[config.mk]
export PLATFORM = sky130hd
export DESIGN_NAME = isort_cell
export DESIGN_NICKNAME = d
export VERILOG_FILES = /design/src/rtl/isort_pkg.sv /design/src/rtl/isort_cell.sv
export SDC_FILE = /design/constraint.sdc
export NUM_CORES = 1
export LEC_CHECK = 0
export ABC_AREA = 0
export BUFFER_PORTS_ARGS = -buffer_cell sky130_fd_sc_hd__buf_2
export CORE_UTILIZATION = 45
export DETAILED_ROUTE_END_ITERATION = 6
export GPL_TIMING_DRIVEN = 1
export PLACE_DENSITY = 0.81
export SETUP_SLACK_MARGIN = 0.3
export SLEW_MARGIN = 10
export SYNTH_ARGS = -nofsm -noshare
export SYNTH_HDL_FRONTEND = slang
export SYNTH_SLANG_ARGS = --single-unit
[constraint.sdc]
create_clock -name i_clk -period 2.25 [get_ports i_clk]
set_input_delay 0.1125 -clock i_clk [delete_from_list [all_inputs] [get_ports i_clk]]
set_output_delay 0.1125 -clock i_clk [all_outputs]
set_load 0.01 [all_outputs]
[src/rtl/isort_pkg.sv]
package isort_pkg;

    localparam int unsigned VALUE_W = 32;

    typedef logic signed [VALUE_W-1:0] t_value;

    // One input transfer.
    typedef struct packed {
        t_value value;
        logic   last_item;
    } t_in_item;

    // One result transfer.
    typedef struct packed {
        t_value sorted_value;
        logic   final_res;
        logic   overflow;
    } t_out_item;

    // Broadcast control from the top level to every cell.
    typedef struct packed {
        logic ins;   // insert the broadcast value this cycle
        logic pop;   // shift the whole row one place toward cell 0
        logic desc;  // descending order for this insertion
    } t_cell_ctl;

endpackage

[src/rtl/isort_cell.sv]
// One slot of the sorted row. Neighbor "lo" is the next lower index.
module isort_cell (
    input  logic                i_clk,
    input  logic                i_rst_n,
    input  isort_pkg::t_cell_ctl i_ctl,
    input  isort_pkg::t_value   i_value,
    input  isort_pkg::t_value   i_lo_val,
    input  logic                i_lo_occ,
    input  logic                i_lo_move,
    input  isort_pkg::t_value   i_hi_val,
    input  logic                i_hi_occ,
    input  logic                i_move,
    output isort_pkg::t_value   o_val,
    output logic                o_occ,
    output logic                o_pass
);

    isort_pkg::t_value r_val;
    logic              r_occ;
    isort_pkg::t_value n_val;
    logic              n_occ;
    logic              goes_after;
    logic              put_here;

    // Stored value must sit above the new one (strict compare keeps arrival order).
    assign goes_after = i_ctl.desc ? (r_val < i_value) : (i_value < r_val);

    // Empty slots never stop the scan.
    assign o_pass = !r_occ || goes_after;

    // New value lands at the lowest moving slot, or at the first free slot.
    assign put_here = (i_move || (!r_occ && i_lo_occ)) && !i_lo_move;

    always_comb begin
        n_val = r_val;
        n_occ = r_occ;
        if (i_ctl.pop) begin
            n_val = i_hi_val;
            n_occ = i_hi_occ;
        end else if (i_ctl.ins) begin
            if (i_lo_move) begin
                n_val = i_lo_val;
                n_occ = 1'b1;
            end else if (put_here) begin
                n_val = i_value;
                n_occ = 1'b1;
            end
        end
    end

    always_ff @(posedge i_clk) begin
        r_val <= n_val;
        if (!i_rst_n) begin
            r_occ <= 1'b0;
        end else begin
            r_occ <= n_occ;
        end
    end

    assign o_val = r_val;
    assign o_occ = r_occ;

endmodule

==> results.toml <==
[outcome]
status = "finished, violations left"
failed_checks = "setup timing"

[placement]
dp_hpwl_mm = 5.12
dp.cells = 468
gp_congestion = 0.785
io_buffers = 138

[global_routing]
grtUsageMet1_pct = 27.0
top_usage_layer = "met2"
gr-usage-met3_pct = 4.55
use_met2_pct = 43.6
grt_max_degree = 34
track_usage_pct = 23.6
grt_antenna_before_repair = 0
overflow = 0
grt_pass1_wl_mm = 10.9
grt_pass1_vias = 2458

[cts]
numCtsBuffers = 5
clockBufferDepth = 2
root_buffer = "clkbuf_8"
clk_transition_reported_paths_ns = 0.07
htree_num_levels = 2
cts_hold_buffers = 0
numClockSinks = 33
clk_latency_ns = 0.28
tritoncts = "yes"

[yosys]
synth_seq_cells = 33
yosysTopAreaCellShare_pct = 38.6
synth_area_leader_cell = "edfxtp_1"
seq_area_frac_synth_pct = 39.4
syn-instance-count = 261
syn_area_per_cell_um2 = 9.55
yosys-top-cells-area = "edfxtp_1, ha_1, mux2i_1, o21ai_0, nand2_1"
netlist_area_um2 = 2490
yosys_warnings = 0
mappedNetlistNets = 398
yosysUniqueCellTypes = 26

[finish]
final_core_util_pct = 68.5
final_cell_mix = "buf_2, nand2_1, o21ai_0"
final_nets = 545
mostFrequentLayoutCell = "buf_2"
syn_to_final_growth_pct = 43.0
drive_gt1_share_pct = 43.6
num_antenna_cells = 0
layoutNonFillerInstCount = 478

[floorplanning]
die_y_um = 76.4
die-area_um2 = 5840
die_width_um = 76.4
rows = 26
io_pins = 139
core_um2 = 5200
initial_core_util_pct = 47.9

[sta]
tightest_slew_ns = 0.547
fin_tns_setup_ns = -0.358
timing.slew.headroom_pct = 63.5
hold_viol_final = 0
whs_ns = 0.0711
clock_skew_ns = 0.00371
fmax_mhz = 383
setup_viol = 1
min_period_ns = 2.61
rsz0062_at_grt = "true"
postLayoutSetupSlackWorst_ns = -0.358
finalCritPeriodShare_pct = 116
slew_viol_final = 0

[setup_path]
crit_path_start_kind = "flop"
cp_data_arrival_time_ns = 2.50
crit_type = "reg -> out"
cp_max_fo = 2
crit_path_end_kind = "output port"
worstPathRequired_ns = 2.14

[detailed_routing]
ant_nets = 0
drt_iter0_drc = 70
routed_via_density = 5.15
firstDrtPassIters = 4
avgRoutedWirePerCell_um = 13.9
wl_mm = 6.64
drc = 0
vias = 2461

[power]
finalPower_mw = 1.79
p_clk_share_pct = 23.1
power_frac_seq_pct = 43.6
p_sw_mw = 0.543
p_per_area_nw_per_um2 = 501
p_comb_share_pct = 33.3
p_leak_nw = 1.82
swShare_pct = 30.4
ir_worst_vdd_uv = 361
intPower_mw = 1.24

[job]
maxCapViolations = 0

[worst_hold_path]
hold_path_class = "in -> reg"
-- cell usage after synthesis --
cell / n
o221a_2: 1
o21ai_0: 36
o211ai_1: 1
o31ai_1: 1
a21o_1: 2
and4_1: 3
mux2i_1: 32
a21oi_1: 11
nor2b_1: 2
ha_1: 32
o311ai_1: 1
o21ai_1: 1
a221oi_1: 2
o31a_1: 3
nor3_1: 1
a221oi_2: 1
nor4_1: 2
inv_1: 35
clkbuf_1: 8
buf_2: 3
nand2_1: 40
a21boi_0: 1
edfxtp_1: 32
nand4_1: 5
dfxtp_1: 1
nand3_1: 4
-- final timing paths --
kind                            cells after the start  slack, ns      start      to
worst max-delay path                               10      -0.36  o_val[29]  o_pass
worst min-delay path                                2       0.07    i_rst_n   o_occ
worst max register to register                      5       0.83      o_occ   o_occ
worst min register to register                      1       0.66      o_occ   o_occ
-- worst max-delay path, cell delays in order (launching register included) --
cell and delay, ns:
edfxtp_1 0.42, inv_2 0.09, ha_4 0.19, a21o_1 0.15, a21o_1 0.16, a221oi_2 0.29, o21ai_2 0.12, o31a_1 0.34
o21ai_2 0.18, o311ai_4 0.11, buf_2 0.16
-- layer usage --
layer | wire length, µm | vias to the layer above | share of wire [%]
met4 | 114 | 0 | 1.7
met3 | 360 | 12 | 5.4
met1 | 2750 | 1126 | 41
met2 | 3420 | 94 | 51
li1 | - | 1229 | -
met5 | 0 | - | 0
-- power by group through the flow --
stage	Clock, mW	Sequential, mW	Combinational [mW]
6_report	0.413	0.778	0.595
5_1_grt	0.442	0.786	0.671
4_1_cts	0.420	0.777	0.561
3_5_place_dp	0	0.789	0.529
3_3_place_gp	0	0.787	0.509
2_1_floorplan	0	0.820	0.257
-- cell families after synthesis --
| kind of cell | share of synthesized area, % |
|---|---|
| compound gates | 14.3 |
| fa+ha+maj | 16.1 |
| buf+inv | 7.08 |
| flops | 39.4 |
| mux | 12.9 |
| simple gates | 10.3 |
-- what timing repair did --
| action | in CTS | in global routing |
|---|---|---|
| endpoints found under the setup margin | 1 | 1 |
| pin swaps | 7 | 8 |
| setup buffers | 1 | 2 |
| gates resized for setup | 12 | 10 |
-- final cells by class --
| class | instances | area [µm²] |
|---|---|---|
| inverters | 35 | 131 |
| clock inverters | 1 | 3.75 |
| fillers | 449 | 1640 |
| clock buffers | 6 | 72.6 |
| repair buffers | 151 | 788 |
| well taps | 70 | 87.6 |
| multi-input cells | 182 | 1500 |
| flip-flops and latches | 33 | 981 |
-- per-stage QoR --
step	cell area, µm²	setup WS [ns]
2_1_floorplan	2500	0.174
3_3_place_gp	3310	-0.0379
3_5_place_dp	3310	-0.0903
4_1_cts	3480	-0.317
5_1_grt	3560	-0.491
6_report	3560	-0.358
-- sequential cells by signal, summed over array words and instances (netlist names) --
register,flops
o_occ,1
o_val,32
(Power assumes the default switching activity.)
